<file path="src/rtl/kce_pkg.sv">
// ----------------------------------------------------------------------------
// kce_pkg
// Shared types and constants for the keyframe curve evaluator.
// ----------------------------------------------------------------------------
package kce_pkg;

  localparam int unsigned MAX_ENTRIES = 64;
  localparam int unsigned ADDR_W      = $clog2(MAX_ENTRIES);
  localparam int unsigned CNT_W       = $clog2(MAX_ENTRIES + 1);
  localparam int unsigned VAL_W       = 32;
  localparam int unsigned T_W         = 31;           // Q1.30 segment parameter
  localparam int unsigned FRAC_W      = 30;
  localparam int unsigned WIDE_W      = VAL_W + 4;    // evaluation headroom
  localparam int unsigned NUM_W       = WIDE_W + 1;
  localparam int unsigned DK_W        = VAL_W + 1;
  localparam int unsigned PROD_W      = 2 * DK_W;

  localparam logic [T_W-1:0] ONE_Q30 = T_W'(1) << FRAC_W;

  typedef enum logic {
    OP_WRITE = 1'b0,
    OP_EVAL  = 1'b1
  } opcode_e;

  typedef enum logic [1:0] {
    MODE_CONST  = 2'd0,
    MODE_LINEAR = 2'd1,
    MODE_BEZIER = 2'd2,
    MODE_RSVD   = 2'd3
  } mode_e;

  typedef enum logic [2:0] {
    PATH_EMPTY  = 3'd0,
    PATH_CLAMP  = 3'd1,
    PATH_CONST  = 3'd2,
    PATH_LINEAR = 3'd3,
    PATH_BEZIER = 3'd4
  } path_e;

  typedef enum logic [1:0] {
    CFG_ENTRY_COUNT = 2'd0,
    CFG_TOLERANCE   = 2'd1,
    CFG_MAX_ITER    = 2'd2,
    CFG_NONE        = 2'd3
  } cfg_idx_e;

  typedef struct packed {
    logic [1:0]        mode;
    logic [VAL_W-1:0]  rval;
    logic [VAL_W-1:0]  rkey;
    logic [VAL_W-1:0]  lval;
    logic [VAL_W-1:0]  lkey;
    logic [VAL_W-1:0]  value;
    logic [VAL_W-1:0]  key;
  } entry_t;

  typedef enum logic [4:0] {
    ST_IDLE,
    ST_CHK0,
    ST_CHKL,
    ST_SCAN,
    ST_LIN_T,
    ST_LIN_TW,
    ST_LIN_MUL,
    ST_LIN_ADD,
    ST_BZ_T,
    ST_BZ_TW,
    ST_BZ_C,
    ST_BZ_CW,
    ST_BZ_CHK,
    ST_BV_T,
    ST_BV_TW,
    ST_BV_C,
    ST_BV_CW,
    ST_OUT
  } state_e;

endpackage

</file>
<file path="src/rtl/kce_divider.sv">
// ----------------------------------------------------------------------------
// kce_divider
// Segment parameter t = floor(num * 2^30 / den), clamped to [0, 1].
// Restoring division, one quotient bit per cycle.
// ----------------------------------------------------------------------------
module kce_divider (
  input  logic                            clk_i,
  input  logic                            rst_ni,
  input  logic                            start_i,
  input  logic signed [kce_pkg::NUM_W-1:0] num_i,
  input  logic signed [kce_pkg::DK_W-1:0]  den_i,
  output logic                            done_o,
  output logic [kce_pkg::T_W-1:0]          quo_o
);

  localparam int unsigned REM_W = kce_pkg::DK_W + 1;

  logic                           busy_q;
  logic                           done_q;
  logic [4:0]                     cnt_q;
  logic [REM_W-1:0]               rem_q;
  logic [kce_pkg::FRAC_W-1:0]     q_q;
  logic [kce_pkg::T_W-1:0]        quo_q;
  logic [REM_W-1:0]               rem2;
  logic [REM_W-1:0]               den_ext;
  logic                           qbit;
  logic signed [kce_pkg::NUM_W-1:0] den_cmp;

  assign rem2    = {rem_q[REM_W-2:0], 1'b0};
  assign den_ext = REM_W'(unsigned'(den_i));
  assign qbit    = (rem2 >= den_ext);
  assign den_cmp = kce_pkg::NUM_W'(den_i);

  always_ff @(posedge clk_i or negedge rst_ni) begin
    if (!rst_ni) begin
      busy_q <= 1'b0;
      done_q <= 1'b0;
      cnt_q  <= '0;
    end else begin
      done_q <= 1'b0;
      if (start_i) begin
        if (num_i <= 0 || num_i >= den_cmp) begin
          done_q <= 1'b1;
        end else begin
          busy_q <= 1'b1;
          cnt_q  <= '0;
        end
      end else if (busy_q) begin
        cnt_q <= cnt_q + 5'd1;
        if (cnt_q == 5'(kce_pkg::FRAC_W - 1)) begin
          busy_q <= 1'b0;
          done_q <= 1'b1;
        end
      end
    end
  end

  always_ff @(posedge clk_i) begin
    if (start_i) begin
      rem_q <= REM_W'(unsigned'(num_i[kce_pkg::VAL_W-1:0]));
      q_q   <= '0;
      if (num_i <= 0) begin
        quo_q <= '0;
      end else if (num_i >= den_cmp) begin
        quo_q <= kce_pkg::ONE_Q30;
      end
    end else if (busy_q) begin
      rem_q <= qbit ? (rem2 - den_ext) : rem2;
      q_q   <= {q_q[kce_pkg::FRAC_W-2:0], qbit};
      if (cnt_q == 5'(kce_pkg::FRAC_W - 1)) begin
        quo_q <= {1'b0, q_q[kce_pkg::FRAC_W-2:0], qbit};
      end
    end
  end

  assign done_o = done_q;
  assign quo_o  = quo_q;

endmodule

</file>
<file path="config.mk">
export PLATFORM = sky130hd
export DESIGN_NAME = kce_divider
export DESIGN_NICKNAME = d
export VERILOG_FILES = /design/src/rtl/kce_pkg.sv /design/src/rtl/kce_divider.sv
export SDC_FILE = /design/constraint.sdc
export NUM_CORES = 1
export LEC_CHECK = 0
export BUFFER_PORTS_ARGS = -buffer_cell sky130_fd_sc_hd__buf_2
export CAP_MARGIN = 20
export CORE_UTILIZATION = 49
export DETAILED_ROUTE_END_ITERATION = 16
export PLACE_DENSITY = 0.81
export SLEW_MARGIN = 25
export SYNTH_ARGS = -nofsm -noshare
export SYNTH_HDL_FRONTEND = slang
export SYNTH_SLANG_ARGS = --single-unit
</file>
<file path="constraint.sdc">
create_clock -name clk_i -period 7.04 [get_ports clk_i]
set_clock_uncertainty 0.05 [all_clocks]
set_input_delay 1.76 -clock clk_i [delete_from_list [all_inputs] [get_ports clk_i]]
set_output_delay 1.76 -clock clk_i [all_outputs]
set_load 0.005 [all_outputs]
</file>
==> results.py, run 1 <==
metrics = {
    "sta": {
        "fin_ws_ns": 2.48,
        "post-route-period-util": 0.648,
        "period_minus_slack_ns": 4.56,
        "max_freq_ghz": 0.219,
        "setup_viol": 0,
        "fin_setup_tns_ns": 0,
        "final_hold_viol_count": 0,
        "whs_ns": 0.444,
        "slew_headroom": 0.417,
        "drv_slew": 0,
        "rsz0062_at_grt": "no",
        "max_slew.worst_pin.slew_ns": 0.874,
    },
    "critical_path": {
        "cp.arrival_ns": 4.61,
        "r2r_slack_ns": 3.60,
        "crit_family": "compound AO/OA/AOI/OAI gates",
        "start_kind": "input pin",
        "worstPathCellList": "buf_2 -> inv_1 -> ha_1 -> and2_1 -> and3_1 -> and3_4 -> a41oi_1 -> o21ai_0 -> a211oi_2 -> o21a_2 -> nor2_1 -> a221o_1",
        "cp_max_fo": 28,
        "crit_slowest_cell": "o21a_2",
        "timing.critical_path.buf_inv": 2,
        "slowest_delay_ns": 0.61,
        "path_class": "in2reg",
        "end_kind": "register",
        "crit_required_ns": 7.09,
    },
    "finish": {
        "syn2layout_area_growth_pct": 13.7,
        "antenna_cells": 0,
        "nFillCells": 1201,
        "drive_gt1_frac": 0.207,
        "nNetsFinal": 957,
    },
    "yosys": {
        "synth.avg_cell_area_um2": 9.65,
        "synth-edff-count": 63,
        "synth_cells": 714,
        "netlist-cell-type-count": 74,
        "syn-num-nets": 860,
        "synth_seq_cells": 100,
        "syn_area_um2": 6890,
        "async_reset_ff_frac": 0.0700,
        "ys.warnings.count": 0,
        "synth_flop_cell": "edfxtp_1",
        "synth_seq_area_share": 0.387,
    },
    "die": {
        "die_w_um": 121,
        "die_y_um": 121,
        "rows": 42,
        "core-area_um2": 13500,
        "io_pins": 105,
        "die-area_um2": 14500,
        "initial_utilization": 0.512,
    },
    "power_and_ir_drop": {
        "powerDensity_nw_per_um2": 343,
        "vdd_drop_max_mv": 0.156,
        "total_power_mw": 2.69,
        "leakagePower_nw": 3.56,
    },
    "grt": {
        "grt_pass1_vias": 5502,
        "grtUsageTotal": 0.242,
        "grt_pass1_wl_um": 27100,
        "antenna_found_initial": 0,
        "grt_start_max_net_pins": 63,
        "overflow": 0,
    },
    "placed_design": {
        "portBuffers": 104,
        "dp_hpwl_um": 12800,
        "dp_slack_ns": 1.75,
        "gp_congestion": 0.939,
    },
    "clock_tree": {
        "cts-hold-fix-buffers": 0,
        "cts-buffers-inserted": 9,
        "htreeDepth": 3,
        "clock_latency_ns": 0.36,
        "clock_path_buffers": 2,
        "clockRootBuffer": "clkbuf_16",
        "clk_pin_slew_ns": 0.07,
        "clock-sinks": 100,
        "cts_resized": 0,
        "post_cts_buffers": 0,
        "cts_tree": "yes",
    },
    "routing": {
        "num_vias": 5801,
        "first_pass_iters": 5,
        "ant_nets": 0,
        "route.detailed.drc": 0,
        "viasPerCell": 5.85,
        "wl_per_cell_um": 16.9,
        "totalWireLength_um": 16800,
        "drtIter0Drc": 372,
    },
    "run": {
        "cap_viol_max_count": 0,
    },
    "hold_path": {
        "hp-class": "reg2reg",
    },
    "run_status": {
        "outcome": "completed",
    },
}
[tightest hold or removal path: cells and delay by family (launching register included)]
family          cells  cell delay [ns]
flops               1             0.32
compound gates      1             0.07
buf+inv             1             0.05
[flip-flops by register name, indices dropped and copies added (netlist names)]
signal / count
cnt_q: 5
q_q: 29
done_o: 1
busy_q: 1
rem_q: 33
quo_o: 31
[cell type report]
type	instances	area [um2]	share of cell area
clock buffers	10	229	0.0292
well taps	176	220	0.0281
clock inverters	6	46.3	0.00591
multi-input cells	548	3950	0.504
repair buffers	110	566	0.0722
flip-flops and latches	100	2670	0.340
inverters	42	158	0.0201
[metal layers]
| layer | up-vias | share of wire | track usage |
|---|---|---|---|
| met1 | 2747 | 0.46 | 0.323 |
| met5 | - | 0 | 0 |
| met3 | 29 | 0.056 | 0.0396 |
| met2 | 171 | 0.46 | 0.389 |
| li1 | 2854 | - | - |
| met4 | 0 | 0.027 | 0.0972 |
[final timing paths]
kind | to | cells past startpoint | startpoint
max | rem_q[29]$_DFFE_PP_ | 12 | den_i[27]
min | rem_q[32]$_SDFFE_PP0P_ | 2 | rem_q[32]$_SDFFE_PP0P_
max reg2reg | rem_q[29]$_DFFE_PP_ | 10 | rem_q[26]$_DFFE_PP_
min reg2reg | rem_q[32]$_SDFFE_PP0P_ | 2 | rem_q[32]$_SDFFE_PP0P_
max in group asynchronous | done_o$_DFF_PN0_ | 1 | rst_ni
min in group asynchronous | cnt_q[1]$_DFFE_PN0P_ | 1 | rst_ni
[synthesized netlist by cell type, types with 7 or more instances]
master,count,area [um2]
a211oi_1,9,67.6
a21o_1,22,165
a21oi_1,38,190
a31oi_1,16,100
and3_1,8,50.1
clkbuf_1,16,60.1
dfrtp_1,7,175
dfxtp_1,30,601
edfxtp_1,63,1890
ha_1,72,901
inv_1,41,154
mux2_2,28,315
mux2i_1,9,90.1
nand2_1,63,236
nand3_1,11,55.1
nand4_1,11,68.8
nor2_1,54,203
nor2b_1,32,200
nor3_1,12,60.1
nor4_1,11,68.8
o21a_1,11,82.6
o21ai_0,36,180
xnor2_1,15,131
xor2_1,10,87.6
[cell families after synthesis]
| logic type | Yosys count | share of synthesized area |
|---|---|---|
| xor gates and xnor gates | 25 | 0.0318 |
| muxes | 37 | 0.0588 |
| AOI/OAI and AO/OA | 184 | 0.181 |
| adders and majority gates | 73 | 0.134 |
| buffers and inverters | 66 | 0.0408 |
| DFF | 100 | 0.387 |
| and+or+nand+nor | 229 | 0.167 |
[power breakdown]
| part | internal, mW | total, mW | switching [mW] |
|---|---|---|---|
| clock network | 0.243 | 0.473 | 0.229 |
| registers | 0.776 | 0.852 | 0.0763 |
| logic | 0.581 | 1.37 | 0.786 |
| total | 1.60 | 2.69 | 1.09 |
[per-stage QoR]
| step | cells | area [um2] | utilization |
|---|---|---|---|
| 5_1_grt | 992 | 7840 | 0.582 |
| 3_3_place_gp | 976 | 7560 | 0.562 |
| 6_report | 992 | 7840 | 0.582 |
| 4_1_cts | 992 | 7840 | 0.582 |
| 2_1_floorplan | 714 | 6890 | - |
| 3_5_place_dp | 976 | 7560 | 0.562 |
[placed cells by master, fill, tap and decap left out, types with 12 or more instances in the layout]
cell type / netlist / final
a21o_1: 22 / 22
a21oi_1: 38 / 38
a31oi_1: 16 / 16
buf_2: 3 / 104
dfxtp_1: 30 / 30
edfxtp_1: 63 / 63
ha_1: 72 / 72
inv_1: 41 / 41
mux2_2: 28 / 28
nand2_1: 63 / 63
nor2_1: 54 / 53
nor2b_1: 32 / 32
nor3_1: 12 / 12
o21ai_0: 36 / 36
xnor2_1: 15 / 15
Note: power is estimated with default switching activity, not from simulation.
==> run 2, diff against run 1 <==
Clock period 7.04 ns to 4.7 ns, I/O delays scaled along.
==> results.py, run 2 (synthesis results as in run 1) <==
metrics = {
    "critical_path": {
        "start_kind": "input pin",
        "r2r_slack_ns": 1.41,
        "end_kind": "register",
        "crit_required_ns": 4.75,
        "cp_max_fo": 7,
        "path_class": "in2reg",
        "cp.arrival_ns": 3.87,
    },
    "die": {
        "die_y_um": 121,
        "rows": 42,
        "io_pins": 105,
        "die-area_um2": 14500,
        "initial_utilization": 0.512,
        "die_w_um": 121,
        "core-area_um2": 13500,
    },
    "grt": {
        "grt_pass1_wl_um": 27400,
        "overflow": 0,
        "antenna_found_initial": 0,
        "grtUsageTotal": 0.241,
        "grt_start_max_net_pins": 62,
        "grt_pass1_vias": 5613,
    },
    "finish": {
        "fin_area_um2": 7890,
        "largest_reg_flops": 33,
        "nFillCells": 1177,
        "drive_gt1_frac": 0.210,
        "stdcell_count": 995,
        "nNetsFinal": 959,
        "postLayoutCoreUtil": 0.587,
        "final_common_cell": "buf_2",
        "final_cell_mix": "buf_2, ha_1, nand2_1, edfxtp_1, nor2_1",
        "multi_input_area_um2": 3950,
        "syn2layout_area_growth_pct": 14.5,
        "regMostFlops": "rem_q",
        "seqCellArea_um2": 2670,
    },
    "routing": {
        "route.detailed.drc": 0,
        "viasPerCell": 5.92,
        "first_pass_iters": 5,
        "drtIter0Drc": 317,
        "num_vias": 5887,
        "ant_nets": 0,
        "wl_per_cell_um": 17.0,
        "totalWireLength_um": 16900,
    },
    "sta": {
        "whs_ns": 0.448,
        "fin_setup_tns_ns": 0,
        "drv_slew": 0,
        "period_minus_slack_ns": 3.82,
        "rsz0062_at_grt": "no",
        "post-route-period-util": 0.812,
        "slew_headroom": 0.407,
        "final_hold_viol_count": 0,
        "setup_viol": 0,
        "max_slew.worst_pin.slew_ns": 0.890,
        "max_freq_ghz": 0.262,
    },
    "placed_design": {
        "gp_congestion": 0.970,
        "dp_hpwl_um": 12700,
        "dpl_cell_area_um2": 7570,
        "dp.cells": 978,
        "portBuffers": 104,
    },
    "clock_tree": {
        "cts-hold-fix-buffers": 0,
        "post_cts_buffers": 0,
        "cts_tree": "yes",
        "clock-sinks": 100,
        "clockRootBuffer": "clkbuf_16",
        "clk_pin_slew_ns": 0.08,
        "clock_path_buffers": 2,
        "cts_resized": 0,
        "htreeDepth": 3,
        "cts-buffers-inserted": 9,
        "clock_latency_ns": 0.36,
    },
    "power_and_ir_drop": {
        "leakagePower_nw": 3.59,
        "vdd_drop_max_mv": 0.203,
        "powerDensity_nw_per_um2": 524,
    },
    "run_status": {
        "outcome": "completed",
    },
    "run": {
        "cap_viol_max_count": 0,
    },
    "hold_path": {
        "hp-class": "reg2reg",
    },
}
## run 2: cell count changes in the layout (fill, tap and decap cells not counted), sizes merged
| cell | delta |
|---|---|
| inv | +1 |
| buf | +2 |
| clkbuf | -1 |
| clkinv | -1 |
| diode | +1 |
| bufinv | +1 |
## run 2: where the power goes
part | leakage [nW] | total (mW) | switching (mW) | internal, mW
Clock | 0.152 | 0.795 | 0.368 | 0.427
Combinational | 2.45 | 2.06 | 1.18 | 0.884
Sequential | 0.981 | 1.28 | 0.117 | 1.16
Total | 3.59 | 4.14 | 1.66 | 2.47
## run 2: stage by stage
stage | total power [mW] | worst slack, ns
3_3_place_gp | 3.27 | 0.629
6_report | 4.14 | 0.881
5_1_grt | 4.42 | 0.693
3_5_place_dp | 3.30 | 0.556
2_1_floorplan | 2.86 | 0.0383
4_1_cts | 4.11 | 0.913
## run 2: final timing paths
kind | from | end | cells after the start
max in group asynchronous | rst_ni | done_o$_DFF_PN0_ | 1
hold / removal | rem_q[32]$_SDFFE_PP0P_ | rem_q[32]$_SDFFE_PP0P_ | 2
setup / recovery | den_i[11] | rem_q[29]$_DFFE_PP_ | 12
setup reg to reg | rem_q[10]$_DFFE_PP_ | rem_q[29]$_DFFE_PP_ | 10
min in group asynchronous | rst_ni | busy_q$_DFFE_PN0P_ | 1
hold reg to reg | rem_q[32]$_SDFFE_PP0P_ | rem_q[32]$_SDFFE_PP0P_ | 2
## run 2: metal layers
layer / global-route usage / vias to the layer above / part of all wire
li1: - / 2852 / -
met1: 0.322 / 2772 / 0.44
met2: 0.385 / 230 / 0.46
met3: 0.0368 / 33 / 0.073
met4: 0.113 / 0 / 0.029
met5: 0 / - / 0
## run 2: worst max-delay path, cell delays in order
cell and delay, ns:
buf_2 0.07, inv_1 0.04, ha_1 0.40, a211oi_1 0.40, o211ai_1 0.17, a21oi_1 0.17, and3_2 0.23, o211ai_4 0.09
a21oi_2 0.24, o21a_1 0.34, nor2_1 0.15, a221o_1 0.38
## run 2: area by class of cell
class | instances | area share
Antenna cell | 1 | 0.000317
Clock buffer | 9 | 0.0285
Clock inverter | 7 | 0.0116
Inverter | 42 | 0.0200
Multi-Input combinational cell | 548 | 0.500
Sequential cell | 100 | 0.338
Tap cell | 176 | 0.0279
Timing Repair Buffer | 112 | 0.0735
