File: config.mk
export PLATFORM = sky130hd
export DESIGN_NAME = kce_entry_ram
export DESIGN_NICKNAME = d
export VERILOG_FILES = /design/src/rtl/kce_entry_ram.sv
export SDC_FILE = /design/constraint.sdc
export NUM_CORES = 1
export LEC_CHECK = 0
export BUFFER_PORTS_ARGS = -buffer_cell sky130_fd_sc_hd__buf_2
export CORE_MARGIN = 2
export CORE_UTILIZATION = 40
export DETAILED_ROUTE_END_ITERATION = 8
export PLACE_DENSITY_LB_ADDON = 0.05
export SLEW_MARGIN = 20
export SYNTH_ARGS = -nofsm -noshare
export SYNTH_HDL_FRONTEND = slang
export SYNTH_SLANG_ARGS = --single-unit
File: constraint.sdc
create_clock -name clk_i -period 4.33 [get_ports clk_i]
set_input_delay 0.866 -clock clk_i [delete_from_list [all_inputs] [get_ports clk_i]]
set_output_delay 0.866 -clock clk_i [all_outputs]
set_load 0.01 [all_outputs]
File: src/rtl/kce_entry_ram.sv
// ----------------------------------------------------------------------------
// kce_entry_ram
// Simple dual port synchronous RAM, one write and one registered read per cycle.
// ----------------------------------------------------------------------------
module kce_entry_ram #(
  parameter int unsigned WIDTH = 8,
  parameter int unsigned DEPTH = 64
) (
  input  logic                     clk_i,
  input  logic                     we_i,
  input  logic [$clog2(DEPTH)-1:0] waddr_i,
  input  logic [WIDTH-1:0]         wdata_i,
  input  logic [$clog2(DEPTH)-1:0] raddr_i,
  output logic [WIDTH-1:0]         rdata_o
);

  logic [WIDTH-1:0] mem_q [DEPTH];
  logic [WIDTH-1:0] rdata_q;

  always_ff @(posedge clk_i) begin
    if (we_i) begin
      mem_q[waddr_i] <= wdata_i;
    end
    rdata_q <= mem_q[raddr_i];
  end

  assign rdata_o = rdata_q;

endmodule

==> results of run 1 <==
-- cells in the final DEF, fill, tap and decap left out, drive strengths merged, types with 2 or more instances in the layout --
cell type / synthesis / layout
o21a: 2 / 2
clkinv: 0 / 27
nand2: 19 / 19
mux4: 126 / 126
clkbuf: 17 / 71
nor2b: 14 / 14
nand3b: 3 / 3
buf: 34 / 81
bufinv: 0 / 3
nor2: 83 / 83
a2111oi: 2 / 2
mux2i: 23 / 23
edfxtp: 512 / 512
a221oi: 6 / 6
o21ai: 4 / 4
nor4: 2 / 2
o221a: 2 / 2
mux2: 13 / 13
o2111ai: 3 / 3
o2bb2ai: 3 / 3
nand4: 2 / 2
o41ai: 2 / 2
nand3: 13 / 13
dfxtp: 8 / 8
nand2b: 7 / 7
o32ai: 2 / 2
nor3: 7 / 7
o22ai: 8 / 8
a22oi: 3 / 3
a21oi: 3 / 3
o221ai: 8 / 8
a211oi: 4 / 4
-- power by group through the flow --
stage	clock [mW]	sequential [mW]	combinational (mW)
after floorplan	0	5.69	0.297
after global placement	0	5.70	0.536
after detailed placement	0	5.70	0.540
after CTS	4.56	5.59	0.541
after global routing	4.76	5.59	0.571
final	4.46	5.59	0.530
-- flip-flops by register name (all words and copies together) (netlist names) --
| register | flops |
|---|---|
| rdata_o | 8 |
| mem_q | 512 |
-- cells by family after synthesis --
group           Yosys count  share of synthesized area (%)
flops                   520                          77.03
mux                     162                          15.94
simple gates            153                          3.387
compound gates           54                          2.072
buf+inv                  51                          1.570
-- stage by stage --
| stage | setup slack (ns) | hold slack [ns] |
|---|---|---|
| after floorplan | 1.796 | 0.7183 |
| after global placement | 0.9656 | 0.8276 |
| after detailed placement | 0.9759 | 0.8258 |
| after CTS | 1.617 | 0.6447 |
| after global routing | 1.527 | 0.6610 |
| final | 1.609 | 0.6837 |
-- routing by layer --
metal	wire, microns	up-vias
li1	-	4110
met1	22390	5086
met2	22510	238
met3	2716	78
met4	1268	2
met5	16	-
-- worst max-delay path: stages --
cell and delay (ns):
clkbuf_8 0.39, buf_4 0.36, mux4_2 0.56, mux4_2 0.50, o21ai_0 0.36, nand2_1 0.08
-- cell type report --
cell class,instances,area (sq um)
fill,4227,26980
antenna,1,2.502
clock buffer,70,1475
multi-input combinational,369,4315
clock inverter,31,209.0
sequential,520,15530
tap,672,840.8
timing repair buffer,82,606.8
-- worst max path at each step --
stage	startpoint	endpoint	slack [ns]	cells past startpoint
global route	raddr_i[0]	rdata_o[0]$_DFF_P_	1.53	8
global placement	raddr_i[0]	rdata_o[7]$_DFF_P_	0.97	6
detailed placement	raddr_i[0]	rdata_o[7]$_DFF_P_	0.98	6
CTS	raddr_i[0]	rdata_o[7]$_DFF_P_	1.62	6
finish	raddr_i[0]	rdata_o[7]$_DFF_P_	1.61	6
floorplan	raddr_i[1]	rdata_o[3]$_DFF_P_	1.80	7
==> impl_metrics.json, run 1 <==
{
  "grt_max_degree": 58,
  "die_h_microns": 228.5,
  "setup_violations": 0,
  "synthTopCellsByCount": "512 x edfxtp_1, 126 x mux4_2, 83 x nor2_1, 23 x mux2i_1, 19 x nand2_1",
  "synth-main-ff-cell": "edfxtp_1",
  "htreeDepth": 2,
  "core.rowCount": 82,
  "drc": 0,
  "outcome": "finished clean",
  "fin_area_sq_um": 22980,
  "switching_power_mw": 2.246,
  "gp_congestion": 0.7701,
  "areaGrowthSynthToFinish_pct": 13.97,
  "ioPinCount": 30,
  "start_util_pct": 40.36,
  "cts_hold_buf": 0,
  "fin_nets": 1050,
  "yosys.area.top_type": "edfxtp_1",
  "worst_ep_arrival_time_ns": 3.19,
  "antenna_found_initial": 4,
  "setup-tns-final_ns": 0,
  "reg2regPathDepth": 5,
  "criticalPathCategory": "in2reg",
  "port_buffers": 29,
  "vias": 9514,
  "r2r-end": "rdata_o[6]$_DFF_P_",
  "synth.area.top_cells": "edfxtp_1 76%, mux4_2 14%, nor2_1 1.5%, mux2i_1 1.1%, dfxtp_1 0.79%",
  "synth_top_area_share_pct": 76.24,
  "wirelength_microns": 48900,
  "combPwrFrac_pct": 5.0,
  "fp.dieW_microns": 228.5,
  "cts_tree": "yes",
  "pwr-share-clk_pct": 42.1,
  "ys_ff_latch": 520,
  "slew_headroom_pct": 32.96,
  "clock_latency_ns": 0.59,
  "core_sq_um": 49970,
  "final_util_pct": 46.00,
  "fmax_mhz": 367.5,
  "drive_above_1_share_pct": 27.24,
  "ys_types": 40,
  "final.min_clock_period_ns": 2.721,
  "yosys_warnings": 0,
  "fin_skew_ns": 0.01656,
  "endpoint_kind": "register",
  "ant_nets": 0,
  "dr.pass1.iters": 7,
  "period_share_pct": 62.85,
  "switching_share_pct": 21.23,
  "slew_viol_final": 0,
  "cts.path.max_buffers": 3,
  "grtUsageMet2_pct": 29.16,
  "min_to": "mem_q[53][5]$_DFFE_PP_",
  "via_per_inst": 5.452,
  "rrSetupSlack_ns": 2.20,
  "p_leak_nw": 7.181,
  "hp-class": "in2reg",
  "crit_path_start_kind": "input pin",
  "track_usage_pct": 19.04,
  "wl_per_cell_microns": 28.02,
  "drt_iter0_markers": 861,
  "worstMarginPinSlew_ns": 1.002,
  "synth_area_sq_um": 20170,
  "ctsResizeCount": 0,
  "cts_setup_buffers": 0,
  "cts-root-buf": "clkbuf_16",
  "grt_pass1_wl_microns": 71180,
  "yosysSeqAreaShare_pct": 77.03,
  "worstPathMaxFanout": 36,
  "avgSynthCellArea_sq_um": 21.45,
  "timing.rr.start": "mem_q[16][6]$_DFFE_PP_",
  "path_clk_slew_ns": 0.06,
  "hp-start": "wdata_i[5]",
  "maxCapViolations": 0,
  "grt_pass1_vias": 9777,
  "cts_num_sinks": 520,
  "postSynthCellCount": 940,
  "gr-usage-met1_pct": 27.54,
  "pwr-share-seq_pct": 52.9,
  "p_int_mw": 8.335,
  "power.density_nw_per_um2": 460.4,
  "cts_made_buffers": 55,
  "required_ns": 4.79,
  "min_path_cells": 1,
  "peakVddDrop_v": 0.0002687,
  "dp.cells": 1643,
  "yosysMostFrequentCell": "edfxtp_1",
  "postPlaceCellArea_sq_um": 21300,
  "use_met3_pct": 4.254,
  "hold_viol": 0,
  "p_total_mw": 10.58,
  "die-area_sq_um": 52230,
  "grt-busiest-layer": "met2",
  "async_reset_ff_share_pct": 0,
  "grt-ovfl-total": 0,
  "synth_nets": 962,
  "fin_cells": 1745,
  "dp_hpwl_microns": 31020,
  "grt_setup_unrepaired": "no",
  "synth_edf_count": 512
}
Note: power is estimated with default switching activity, not from simulation.
==> run 2: changes to the inputs <==
clock period = 2.3 ns   (was 4.33 ns; I/O delays follow)
==> impl_metrics.json, run 2 (synthesis gave the netlist of run 1 again) <==
{
  "outcome": "finished clean",
  "wirelength_microns": 49020,
  "fin_cells": 1856,
  "largest_register_ffs": 512,
  "power.density_nw_per_um2": 835.0,
  "combPwrFrac_pct": 5.6,
  "port_buffers": 29,
  "cts_made_buffers": 55,
  "fp.dieW_microns": 228.5,
  "fillers": 4216,
  "core_sq_um": 49970,
  "areaGrowthSynthToFinish_pct": 18.72,
  "worstMarginPinSlew_ns": 1.014,
  "wl_per_cell_microns": 26.41,
  "fmax_mhz": 485.2,
  "via_per_inst": 5.340,
  "slew_headroom_pct": 32.42,
  "final_util_pct": 47.92,
  "top_register": "mem_q",
  "dp_hpwl_microns": 32030,
  "cts_num_sinks": 520,
  "min_path_cells": 3,
  "clock_latency_ns": 0.60,
  "antenna_found_initial": 3,
  "dp.cells": 1752,
  "worst-path-stages": 6,
  "htreeDepth": 2,
  "fin_skew_ns": 0.03100,
  "p_int_mw": 15.77,
  "layout_commonest_cell": "edfxtp_1",
  "pwr-share-seq_pct": 52.6,
  "period_share_pct": 89.60,
  "vias": 9911,
  "worst_ep_arrival_time_ns": 2.53,
  "required_ns": 2.77,
  "reg2regPathDepth": 6,
  "cts_hold_buf": 0,
  "cts_setup_buffers": 0,
  "switching_power_mw": 4.225,
  "max_stage_delay_ns": 0.48,
  "ioPinCount": 30,
  "gp_congestion": 0.7871,
  "die-area_sq_um": 52230,
  "cts-root-buf": "clkbuf_16",
  "drive_above_1_share_pct": 34.55,
  "ant_nets": 0,
  "switching_share_pct": 21.13,
  "path_buf_inv": 1,
  "fin_nets": 1159,
  "start_util_pct": 40.36,
  "criticalPathCategory": "reg2reg",
  "track_usage_pct": 19.26,
  "pwr-share-clk_pct": 41.8,
  "die_h_microns": 228.5,
  "cts_tree": "yes",
  "crit_path_start_kind": "register",
  "grt_max_degree": 65,
  "cts.path.max_buffers": 3,
  "path_delay_family": "multiplexers",
  "worstPathMaxFanout": 1,
  "hold_viol": 0,
  "critical_path.slowest_cell": "mux4_2",
  "endpoint_kind": "register",
  "maxCapViolations": 0,
  "dr.pass1.iters": 4,
  "setup_violations": 0,
  "ctsResizeCount": 0,
  "grt_pass1_wl_microns": 72550,
  "final.min_clock_period_ns": 2.061,
  "cp_cell_sequence": "mux4_2, mux2_2, o221a_2, nor3_1, buf_4, o32ai_1",
  "p_leak_nw": 7.796,
  "grt-ovfl-total": 0,
  "grt_pass1_vias": 10346,
  "slew_viol_final": 0,
  "drt_iter0_markers": 849,
  "drc": 0,
  "peakVddDrop_v": 0.0004822,
  "grt_setup_unrepaired": "no",
  "core.rowCount": 82,
  "hp-class": "in2reg",
  "final_cell_mix": "512 x edfxtp_1, 149 x buf_4, 126 x mux4_2",
  "path_clk_slew_ns": 0.06
}
-- run 2: cell count changes in the layout (fill, tap and decap cells not counted), moves of 3 or more --
cell / change
clkbuf_1: -3
buf_12: +11
clkinv_1: -4
buf_4: +98
clkinv_2: +7
-- run 2: power groups by stage --
stage | combinational (mW) | clock, mW | sequential, mW
after floorplan | 0.559 | 0 | 10.7
after global placement | 1.14 | 0 | 10.7
after detailed placement | 1.14 | 0 | 10.7
after CTS | 1.14 | 8.58 | 10.5
after global routing | 1.20 | 8.97 | 10.5
final | 1.12 | 8.35 | 10.5
-- run 2: worst register-to-register path, stage by stage, from the launching register on --
cell and delay (ns):
edfxtp_1 0.36, mux4_2 0.48, mux2_2 0.29, o221a_2 0.28
nor3_1 0.29, buf_4 0.17, o32ai_1 0.07
-- run 2: area by class of cell --
class,instances,area (sq um),area share (%)
sequential,520,15530,64.88
multi-input combinational,369,4315,18.02
timing repair buffer,191,1563,6.527
clock buffer,65,1414,5.905
tap,672,840.8,3.512
clock inverter,36,267.8,1.118
antenna,3,7.507,0.03135
-- run 2: final timing paths --
check / startpoint / endpoint / slack (ns)
max reg2reg: mem_q[29][6]$_DFFE_PP_ / rdata_o[6]$_DFF_P_ / 0.24
min: raddr_i[5] / rdata_o[2]$_DFF_P_ / 0.30
max: mem_q[29][6]$_DFFE_PP_ / rdata_o[6]$_DFF_P_ / 0.24
min reg2reg: mem_q[23][1]$_DFFE_PP_ / rdata_o[1]$_DFF_P_ / 0.82
-- run 2: per-layer routing --
layer	part of all wire [%]	routed length, microns	track usage [%]	vias to the layer above
li1	-	-	-	4342
met1	46	22640	28.65	5246
met2	47	22930	29.83	249
met3	4.9	2392	2.769	74
met4	2.2	1061	5.453	0
met5	0	0	0	-
-- run 2: per-stage QoR --
step                worst slack (ns)  area (sq um)  hold slack, ns  setup TNS, ns  power, mW
floorplan                     0.1723         20170          0.5589              0      11.27
global placement             -0.3546         22250          0.8100         -1.694      11.86
detailed placement           -0.3468         22250          0.8079         -1.762      11.86
CTS                           0.1603         23940          0.2572              0      20.24
global route                  0.1267         23940          0.2810              0      20.70
finish                        0.2392         23940          0.3042              0      19.99
==> run 3: changes to the inputs <==
CORE_ASPECT_RATIO = 0.9   (was default)
PLACE_DENSITY = 0.57   (was default)
PLACE_DENSITY_LB_ADDON = default   (was 0.05)
RECOVER_POWER = 25   (was default)
==> impl_metrics.json, run 3 (synthesis gave the netlist of run 1 again) <==
{
  "hp-class": "in2reg",
  "grt_pass1_wl_microns": 70680,
  "endpoint_kind": "register",
  "track_usage_pct": 18.98,
  "p_total_mw": 19.43,
  "drt_iter0_markers": 1192,
  "grt-ovfl-total": 0,
  "max_stage_delay_ns": 0.65,
  "min_path_cells": 1,
  "core_sq_um": 50070,
  "final.min_clock_period_ns": 2.096,
  "peakVddDrop_v": 0.0005953,
  "violations": "max-capacitance violations, max-slew violations",
  "fin_skew_ns": 0.03049,
  "dr.pass1.iters": 5,
  "slew_headroom_pct": -0.4733,
  "cts_hold_buf": 0,
  "crit_start": "raddr_i[0]",
  "worstMarginPinSlew_ns": 1.507,
  "path_buf_inv": 2,
  "grt_max_degree": 65,
  "slew_viol_final": 64,
  "crit_path_start_kind": "input pin",
  "cts.path.max_buffers": 3,
  "criticalPathCategory": "in2reg",
  "cts_made_buffers": 51,
  "antenna_found_initial": 4,
  "largest_register_ffs": 512,
  "worst-path-stages": 6,
  "period_share_pct": 91.14,
  "p_leak_nw": 7.672,
  "setup_violations": 0,
  "holdWs_ns": 0.4267,
  "pre_cts_slack_ns": -0.5592,
  "vias": 9935,
  "ant_nets": 0,
  "setup_slack_ns": 0.2037,
  "clock_latency_ns": 0.60,
  "setup-tns-final_ns": 0,
  "gp_congestion": 0.7956,
  "dp_hpwl_microns": 31430,
  "path_delay_family": "multiplexers",
  "port_buffers": 29,
  "die_h_microns": 217.0,
  "fmax_mhz": 477.0,
  "outcome": "finished, violations left",
  "layout_commonest_cell": "edfxtp_1",
  "critical_path.slowest_cell": "o311ai_1",
  "drive_above_1_share_pct": 33.65,
  "reg2regPathDepth": 4,
  "wirelength_microns": 48220,
  "maxCapViolations": 1,
  "core.rowCount": 78,
  "cts_num_sinks": 520,
  "timing.rr.start": "mem_q[5][7]$_DFFE_PP_",
  "required_ns": 2.74,
  "worstPathMaxFanout": 8,
  "grt_setup_unrepaired": "no",
  "cts-root-buf": "clkbuf_16",
  "cts_tree": "yes",
  "areaGrowthSynthToFinish_pct": 17.76,
  "via_per_inst": 5.350,
  "worst_ep_arrival_time_ns": 2.53,
  "grt_pass1_vias": 10273,
  "start_util_pct": 40.28,
  "ioPinCount": 30,
  "hp-start": "wdata_i[4]",
  "hold_viol": 0,
  "htreeDepth": 2,
  "power.density_nw_per_um2": 818.3,
  "fillers": 4153,
  "cp_cell_sequence": "clkbuf_8, buf_4, mux4_2, mux2_2, o311ai_1, nand2_1",
  "top_register": "mem_q",
  "path_clk_slew_ns": 0.06,
  "wl_per_cell_microns": 25.96,
  "die-area_sq_um": 52230,
  "fp.dieW_microns": 240.7,
  "final_cell_mix": "512 x edfxtp_1, 145 x buf_4, 126 x mux4_2",
  "fin_nets": 1152,
  "drc": 0
}
## run 3: final timing paths
path / end / slack, ns
max: rdata_o[7]$_DFF_P_ / 0.20
min: mem_q[31][4]$_DFFE_PP_ / 0.43
max reg2reg: rdata_o[7]$_DFF_P_ / 0.22
min reg2reg: rdata_o[4]$_DFF_P_ / 0.88
## run 3: stage by stage
stage                     util, %  instances  cell area [sq um]
final                       47.43       1857              23750
after floorplan                 -        940              20170
after global placement      44.45       1757              22250
after detailed placement    44.45       1757              22250
after CTS                   47.53       1851              23800
after global routing        47.40       1851              23730
## run 3: where the power goes
group,leakage [nW],switching (mW),total (mW),internal [mW]
Clock,0.753,3.45,7.79,4.34
Sequential,4.67,0.0346,10.5,10.5
Combinational,2.25,0.648,1.12,0.468
## run 3: cell type report
class	instances	area, sq um	area share (%)
Multi-Input combinational cell	369	4317	18.18
Tap cell	680	850.8	3.583
Clock inverter	24	153.9	0.6481
Timing Repair Buffer	188	1488	6.264
Sequential cell	520	15530	65.42
Clock buffer	70	1389	5.848
Antenna cell	6	15.01	0.06322
## run 3: layer usage
layer  routed length (microns)  vias to the layer above  track usage [%]
met1                     21380                     5266            27.82
met2                     22170                      289            28.50
met5                        32                        -                0
met3                      3859                       58            5.048
met4                       770                        6            4.389
li1                          -                     4316                -
## run 3: timing repair
item	in CTS	in global routing
buffers inserted	0	0
gates resized for setup	0	1
endpoints found under the setup margin	0	1
